File: src/sv/dosrq_pkg.sv
// Package: request codes and the stored record layout of the ring queue.
`default_nettype none
package dosrq_pkg;

  localparam logic [1:0] REQ_ENQ   = 2'd0;
  localparam logic [1:0] REQ_POP   = 2'd1;
  localparam logic [1:0] REQ_CLEAR = 2'd2;

  localparam int PAYLOAD_W = 64;
  localparam int FLAGS_W   = 16;
  localparam int SEQ_W     = 32;
  localparam int COUNT_W   = 6;

  localparam logic [SEQ_W-1:0] SEQ_START = 32'd1;

  typedef struct packed {
    logic [PAYLOAD_W-1:0] payload;
    logic [SEQ_W-1:0]     seq;
    logic [FLAGS_W-1:0]   flags;
  } dosrq_rec_t;

  typedef struct packed {
    logic done;
    logic accepted;
    logic dropped;
  } dosrq_stat_t;

endpackage
`default_nettype wire

File: src/sv/dosrq_mem.sv
// Record store: single write port, single registered read port.
`default_nettype none
module dosrq_mem
  import dosrq_pkg::*;
#(
  parameter int DEPTH = 32,
  parameter int AW    = $clog2(DEPTH)
) (
  input  wire logic          clk,
  input  wire logic          we,
  input  wire logic [AW-1:0] waddr,
  input  wire dosrq_rec_t    wdata,
  input  wire logic          re,
  input  wire logic [AW-1:0] raddr,
  output dosrq_rec_t         rdata
);

  dosrq_rec_t mem [DEPTH];

  always_ff @(posedge clk) begin
    if (we) begin
      mem[waddr] <= wdata;
    end
  end

  always_ff @(posedge clk) begin
    if (re) begin
      rdata <= mem[raddr];
    end
  end

endmodule
`default_nettype wire

File: src/sv/dosrq_ctrl.sv
// Queue control: pointers, fill count, sequence counter and request sequencer.
`default_nettype none
module dosrq_ctrl
  import dosrq_pkg::*;
#(
  parameter int DEPTH            = 32,
  parameter int DROPPED_FLAG_BIT = 0,
  parameter int AW               = $clog2(DEPTH),
  parameter int CW               = $clog2(DEPTH + 1)
) (
  input  wire logic                 clk,
  input  wire logic                 rst,
  input  wire logic                 start,
  input  wire logic [1:0]           req_type,
  input  wire logic [PAYLOAD_W-1:0] payload,
  input  wire logic [FLAGS_W-1:0]   quality_flags,
  output logic                      busy,
  output logic                      mem_we,
  output logic [AW-1:0]             mem_waddr,
  output dosrq_rec_t                mem_wdata,
  output logic                      mem_re,
  output logic [AW-1:0]             mem_raddr,
  output dosrq_stat_t               stat,
  output logic [CW-1:0]             fill_count,
  output logic [SEQ_W-1:0]          seq_counter
);

  localparam logic [1:0] S_IDLE = 2'd0;
  localparam logic [1:0] S_READ = 2'd1;
  localparam logic [1:0] S_OUT  = 2'd2;

  localparam logic [AW-1:0]      LAST_IDX  = AW'(DEPTH - 1);
  localparam logic [CW-1:0]      FULL_CNT  = CW'(DEPTH);
  localparam logic [FLAGS_W-1:0] DROP_MASK = FLAGS_W'(1) << DROPPED_FLAG_BIT;

  logic [1:0]       state, state_next;
  logic [AW-1:0]    write_index, write_index_next;
  logic [AW-1:0]    read_index, read_index_next;
  logic [CW-1:0]    fill_count_next;
  logic [SEQ_W-1:0] seq_counter_next;
  logic             accepted, accepted_next;
  logic             dropped, dropped_next;
  logic             take;
  logic             full;

  assign busy = (state != S_IDLE);
  assign take = start && !busy;
  assign full = (fill_count == FULL_CNT);

  always_comb begin
    state_next       = state;
    write_index_next = write_index;
    read_index_next  = read_index;
    fill_count_next  = fill_count;
    seq_counter_next = seq_counter;
    accepted_next    = accepted;
    dropped_next     = dropped;
    mem_we           = 1'b0;
    mem_wdata        = '{payload: payload, seq: seq_counter, flags: quality_flags};
    case (state)
      S_IDLE: begin
        if (take) begin
          state_next    = S_READ;
          accepted_next = 1'b0;
          dropped_next  = 1'b0;
          case (req_type)
            REQ_ENQ: begin
              if (full) begin
                read_index_next = (read_index == LAST_IDX) ? '0 : read_index + 1'b1;
                mem_wdata.flags = quality_flags | DROP_MASK;
                dropped_next    = 1'b1;
              end else begin
                fill_count_next = fill_count + 1'b1;
              end
              mem_we           = 1'b1;
              write_index_next = (write_index == LAST_IDX) ? '0 : write_index + 1'b1;
              seq_counter_next = seq_counter + 1'b1;
              accepted_next    = 1'b1;
            end
            REQ_POP: begin
              if (fill_count != '0) begin
                read_index_next = (read_index == LAST_IDX) ? '0 : read_index + 1'b1;
                fill_count_next = fill_count - 1'b1;
                accepted_next   = 1'b1;
              end
            end
            REQ_CLEAR: begin
              write_index_next = '0;
              read_index_next  = '0;
              fill_count_next  = '0;
              seq_counter_next = SEQ_START;
              accepted_next    = 1'b1;
            end
            default: begin
            end
          endcase
        end
      end
      S_READ:  state_next = S_OUT;
      S_OUT:   state_next = S_IDLE;
      default: state_next = S_IDLE;
    endcase
  end

  always_ff @(posedge clk) begin
    if (rst) begin
      state       <= S_IDLE;
      write_index <= '0;
      read_index  <= '0;
      fill_count  <= '0;
      seq_counter <= SEQ_START;
      accepted    <= 1'b0;
      dropped     <= 1'b0;
    end else begin
      state       <= state_next;
      write_index <= write_index_next;
      read_index  <= read_index_next;
      fill_count  <= fill_count_next;
      seq_counter <= seq_counter_next;
      accepted    <= accepted_next;
      dropped     <= dropped_next;
    end
  end

  assign mem_waddr = write_index;
  assign mem_re    = (state == S_READ);
  assign mem_raddr = read_index;

  assign stat = '{done: (state == S_OUT), accepted: accepted, dropped: dropped};

  a_count_bound: assert property (@(posedge clk) disable iff (rst)
    fill_count <= FULL_CNT)
    else $error("fill count above depth");

  a_take_busy: assert property (@(posedge clk) disable iff (rst)
    take |=> busy && !stat.done ##1 stat.done)
    else $error("request sequencing broken");

  a_pop_empty: assert property (@(posedge clk) disable iff (rst)
    (take && req_type == REQ_POP && fill_count == '0)
      |=> !accepted && fill_count == '0 && $stable(read_index))
    else $error("pop on empty queue changed state");

  a_enq_seq: assert property (@(posedge clk) disable iff (rst)
    (take && req_type == REQ_ENQ) |=> seq_counter == $past(seq_counter) + 32'd1)
    else $error("enqueue did not advance sequence");

  a_drop_full: assert property (@(posedge clk) disable iff (rst)
    (take && req_type == REQ_ENQ) |=> dropped == $past(full) && fill_count != '0)
    else $error("drop flag does not match full queue");

endmodule
`default_nettype wire

File: src/sv/drop_oldest_sequenced_ring_queue_top.sv
// Top level: drop-oldest ring queue with sequence stamping and front peek.
//
//  channel   handshake            fields
//  request   start / busy         req_type, payload, quality_flags
//  result    done (one cycle)     accepted, dropped_oldest, front_valid, front_seq,
//                                 front_flags, front_payload, queue_count,
//                                 next_seq_number
//
// A request runs as a sequence: update pointers and write the store, read the front
// entry from the store (registered read port), then present the result with done.
// busy is high in the read and result states after a transfer; a new request is taken
// in the cycle after done. Reset empties the queue and sets the sequence counter to 1;
// store contents are not cleared. The receiver cannot stall; done lasts one cycle.
`default_nettype none
module drop_oldest_sequenced_ring_queue_top
  import dosrq_pkg::*;
#(
  parameter int DEPTH            = 32,
  parameter int DROPPED_FLAG_BIT = 0
) (
  input  wire logic                 clk,
  input  wire logic                 rst,
  input  wire logic                 start,
  output logic                      busy,
  input  wire logic [1:0]           req_type,
  input  wire logic [PAYLOAD_W-1:0] payload,
  input  wire logic [FLAGS_W-1:0]   quality_flags,
  output logic                      done,
  output logic                      accepted,
  output logic                      dropped_oldest,
  output logic                      front_valid,
  output logic [SEQ_W-1:0]          front_seq,
  output logic [FLAGS_W-1:0]        front_flags,
  output logic [PAYLOAD_W-1:0]      front_payload,
  output logic [COUNT_W-1:0]        queue_count,
  output logic [SEQ_W-1:0]          next_seq_number
);

  localparam int AW = $clog2(DEPTH);
  localparam int CW = $clog2(DEPTH + 1);

  logic             mem_we;
  logic [AW-1:0]    mem_waddr;
  dosrq_rec_t       mem_wdata;
  logic             mem_re;
  logic [AW-1:0]    mem_raddr;
  dosrq_rec_t       mem_rdata;
  dosrq_stat_t      stat;
  logic [CW-1:0]    fill_count;
  logic [SEQ_W-1:0] seq_counter;
  logic [CW+COUNT_W-1:0] count_ext;

  dosrq_ctrl #(
    .DEPTH            (DEPTH),
    .DROPPED_FLAG_BIT (DROPPED_FLAG_BIT)
  ) u_ctrl (
    .clk           (clk),
    .rst           (rst),
    .start         (start),
    .req_type      (req_type),
    .payload       (payload),
    .quality_flags (quality_flags),
    .busy          (busy),
    .mem_we        (mem_we),
    .mem_waddr     (mem_waddr),
    .mem_wdata     (mem_wdata),
    .mem_re        (mem_re),
    .mem_raddr     (mem_raddr),
    .stat          (stat),
    .fill_count    (fill_count),
    .seq_counter   (seq_counter)
  );

  dosrq_mem #(
    .DEPTH (DEPTH)
  ) u_mem (
    .clk   (clk),
    .we    (mem_we),
    .waddr (mem_waddr),
    .wdata (mem_wdata),
    .re    (mem_re),
    .raddr (mem_raddr),
    .rdata (mem_rdata)
  );

  assign count_ext = (CW + COUNT_W)'(fill_count);

  always_comb begin
    done            = stat.done;
    accepted        = stat.accepted;
    dropped_oldest  = stat.dropped;
    front_valid     = (fill_count != '0);
    front_seq       = front_valid ? mem_rdata.seq     : '0;
    front_flags     = front_valid ? mem_rdata.flags   : '0;
    front_payload   = front_valid ? mem_rdata.payload : '0;
    queue_count     = count_ext[COUNT_W-1:0];
    next_seq_number = seq_counter;
  end

endmodule
`default_nettype wire
File: config.mk
export PLATFORM = sky130hd
export DESIGN_NAME = drop_oldest_sequenced_ring_queue_top
export DESIGN_NICKNAME = d
export VERILOG_FILES = /design/src/sv/dosrq_pkg.sv /design/src/sv/dosrq_mem.sv /design/src/sv/dosrq_ctrl.sv /design/src/sv/drop_oldest_sequenced_ring_queue_top.sv
export SDC_FILE = /design/constraint.sdc
export NUM_CORES = 2
export LEC_CHECK = 0
export BUFFER_PORTS_ARGS = -buffer_cell sky130_fd_sc_hd__clkbuf_2
export CORE_AREA = 2 2 513 515
export CTS_BUF_LIST = sky130_fd_sc_hd__clkbuf_16
export CTS_CLUSTER_SIZE = 20
export DETAILED_ROUTE_END_ITERATION = 8
export DIE_AREA = 0 0 515 517
export PLACE_DENSITY_LB_ADDON = 0.05
export SLEW_MARGIN = 15
export SYNTH_ARGS = -nofsm -noshare
export SYNTH_HDL_FRONTEND = slang
export SYNTH_SLANG_ARGS = --single-unit
File: constraint.sdc
create_clock -name clk -period 9.9 [get_ports clk]
set_input_delay 1.98 -clock clk [delete_from_list [all_inputs] [get_ports clk]]
set_output_delay 1.98 -clock clk [all_outputs]
set_load 0.005 [all_outputs]
==> flow_summary.ini <==
[critical_path]
cpPeakStageDelay_ps = 690
reg2reg_to = u_mem.rdata[21]
cp-start-kind = flip-flop
cp_slowest_cell = nor3_1
r2r_cells = 5
end_kind = output port
cp_max_fo = 115
required_ps = 7920
path_class = flip-flop to output port
worstPathCellList = or4_1 > nor3_1 > inv_6 > and2_1 > clkbuf_2
ff2ff_setup_slack_ps = 5360
critical_path_buf_inv_count = 2
path_delay_family = simple AND/OR/NAND/NOR gates
r2r_start = u_ctrl.mem_raddr[0]
cp.arrival_ps = 3930

[placed_design]
place_congestion = 0.791
dp_slack_ps = 3930
post-dp-hpwl_um = 200000
dpl.cell_count = 9410
portBuffers = 239

[cts]
clock_latency_ps = 990
htreeDepth = 5
clock_path_buffers = 4
root_buffer = clkbuf_16
tritoncts = yes
clock_sinks = 3748
cts_setup_buffers = 0
path_clk_slew_ps = 60
cts_hold_buffers = 0
post_cts_resized = 0
cts_inserted_buffers = 394

[flow_run]
drv_cap = 0

[pwr]
p_leak_nw = 49.9
ir_drop_mv = 0.207
power.density_nw_per_um2 = 202

[grt]
top_usage_layer = met1
grtUsageMet1 = 0.427
grt_first_pass_wirelength_um = 516000
grt_pass1_vias = 66600
grtUsageMet3 = 0.0512
met2_usage = 0.426
antenna_found_initial = 26
grt_start_max_net_pins = 128
grt_overflow = 0
grt_use_total = 0.278

[routing]
num_vias = 66800
routedWlPerCell_um = 36.3
postRouteAntennaNets = 0
drt_iter0_markers = 8442
dr.pass1.iters = 5
wl_um = 368000
viasPerCell = 6.61
drc = 0

[floorplan]
pin_count = 240
die-area_um2 = 266000
die_w_um = 515
die_h_um = 517
initial_core_util = 0.547
rows = 188
core_area_um2 = 261000

[synth]
synth_compound_area_frac = 0.00918
synth_xor_area_frac = 0.00147
avgSynthCellArea_um2 = 24.1
syn-cell-area_um2 = 143000
synthCells = 5922
seq_area_frac_synth = 0.785
synth-seq-cells = 3748
synth_edf_count = 3696
yosysWarningCount = 0
synth.area.mux_share = 0.180
yosys.area_share.simple = 0.0126
synthArstFlopShare = 0
synth_fp_nets = 6018
ys.flop_type = edfxtp_1
synth_cell_type_count = 54
synth_top_family_by_area = multiplexers
synth_fa_ha_area_frac = 0.000964

[cells_and_area]
layout_commonest_cell = edfxtp_1
final_cells = 10100
drive_gt1_frac = 0.323
nets = 6483
final_cell_mix = edfxtp_1, mux4_2, clkbuf_16
area_growth_pct = 12.8

[sta]
setup_slack_ps = 3990
worst_pin_slew_ps = 1270
slew-limit-headroom = 0.155
finalHoldViolCount = 0
fmaxAchievable_ghz = 0.169
fin_skew_ps = 67.9
whs_ps = 517
period_share = 0.597
final_max_slew_viol_count = 0
grt_setup_unrepaired = no
fin_tns_setup_ps = 0
finalCriticalPeriod_ps = 5910
setup_viol = 0

[hold_path]
min_path_cells = 2
hp-start = u_ctrl.accepted
worstHoldEndpoint = u_ctrl.accepted
min_path_type = flip-flop to flip-flop

[outcome]
status = finished, final reports clean
cell families (layout without fill, tap and decap cells):
family / count (synthesis) / count (layout)
compound gates: 176 / 176
mux: 1289 / 1289
xor+xnor: 24 / 24
other cells: 0 / 12
fa+ha+maj: 11 / 11
buf+inv: 352 / 1112
simple gates: 322 / 322
flops: 3748 / 3748
layer usage:
layer | up-vias | part of all wire
li1 | 26400 | -
met1 | 36900 | 0.43
met2 | 3114 | 0.47
met3 | 408 | 0.084
met4 | 0 | 0.017
met5 | - | 0
worst register-to-register path: stages, from the launching register on:
cell     delay, ps
dfxtp_4        940
buf_4          970
buf_12         740
mux4_2         610
mux2_2         300
a221o_1        620
layout make-up:
class | count | area (µm²)
Clock buffer | 401 | 10000
Fill cell | 17800 | 100000
Timing Repair Buffer | 409 | 2680
Sequential cell | 3748 | 112000
Tap cell | 3420 | 4280
Inverter | 12 | 50.0
Antenna cell | 12 | 30.0
Clock inverter | 290 | 2350
Multi-Input combinational cell | 1822 | 29400
stage by stage:
stage / area [µm²] / utilization / total power, W
6_report: 161000 / 0.616 / 0.0325
5_1_grt: 161000 / 0.616 / 0.0334
4_1_cts: 161000 / 0.616 / 0.0327
3_5_place_dp: 148000 / 0.569 / 0.0186
3_3_place_gp: 148000 / 0.569 / 0.0185
2_1_floorplan: 143000 / - / 0.0181
state kept, by name, summed over array words and instances, names as in the netlist:
name                cells
u_mem.mem            3584
u_ctrl.fill_count       6
u_ctrl.mem_waddr        5
u_ctrl.dropped          1
u_ctrl.seq_counter     32
u_ctrl.state            2
u_mem.rdata           112
u_ctrl.accepted         1
u_ctrl.mem_raddr        5
Yosys cell counts, drive strengths merged (2+ instances only):
library cell     n  area [µm²]
mux4          1007       22700
o32ai            2        17.5
or3             10        67.6
nand3b           8        60.1
o41ai            4        35.0
nand2b           6        37.5
inv             12        45.0
xnor2           10        87.6
or2              3        18.8
a21o             2        15.0
clkbuf         188         706
or3b             3        26.3
and2           115         719
nand4           10        62.6
nor4             5        31.3
a221o           55         551
nand3           20         100
dfxtp           52        1040
o31ai            4        30.0
o32a             2        20.0
or4b             3        33.8
o21a             3        22.5
and4             4        35.0
nor2b            9        56.3
ha              11         138
o21ai           14        70.1
nor3            11        60.1
nand2           33         124
and3             6        37.5
a21oi           25         125
a22oi            3        22.5
mux2           164        1850
nor2            70         263
edfxtp        3696      111000
or4              5        37.5
o22ai           55         344
xor2            14         123
buf            152         779
mux2i          118        1180
power breakdown:
part	total [W]	internal, W	switching (W)
logic	0.000788	0.000286	0.000501
registers	0.0174	0.0174	0.0000195
clock network	0.0143	0.00837	0.00589
worst max path at each step:
stage / start / end / slack [ps] / cells after the start
after global placement: req_type[0] / u_mem.mem[31][68] / 3900 / 6
after global routing: u_ctrl.fill_count[1] / front_payload[57] / 3820 / 5
after detailed placement: req_type[0] / u_mem.mem[31][85] / 3930 / 6
after floorplan: req_type[0] / u_mem.mem[31][0] / 1420 / 6
final: u_ctrl.fill_count[1] / front_payload[57] / 3990 / 5
after CTS: u_ctrl.fill_count[1] / front_payload[57] / 3950 / 5
No activity file was read; power rests on OpenSTA's default activity.
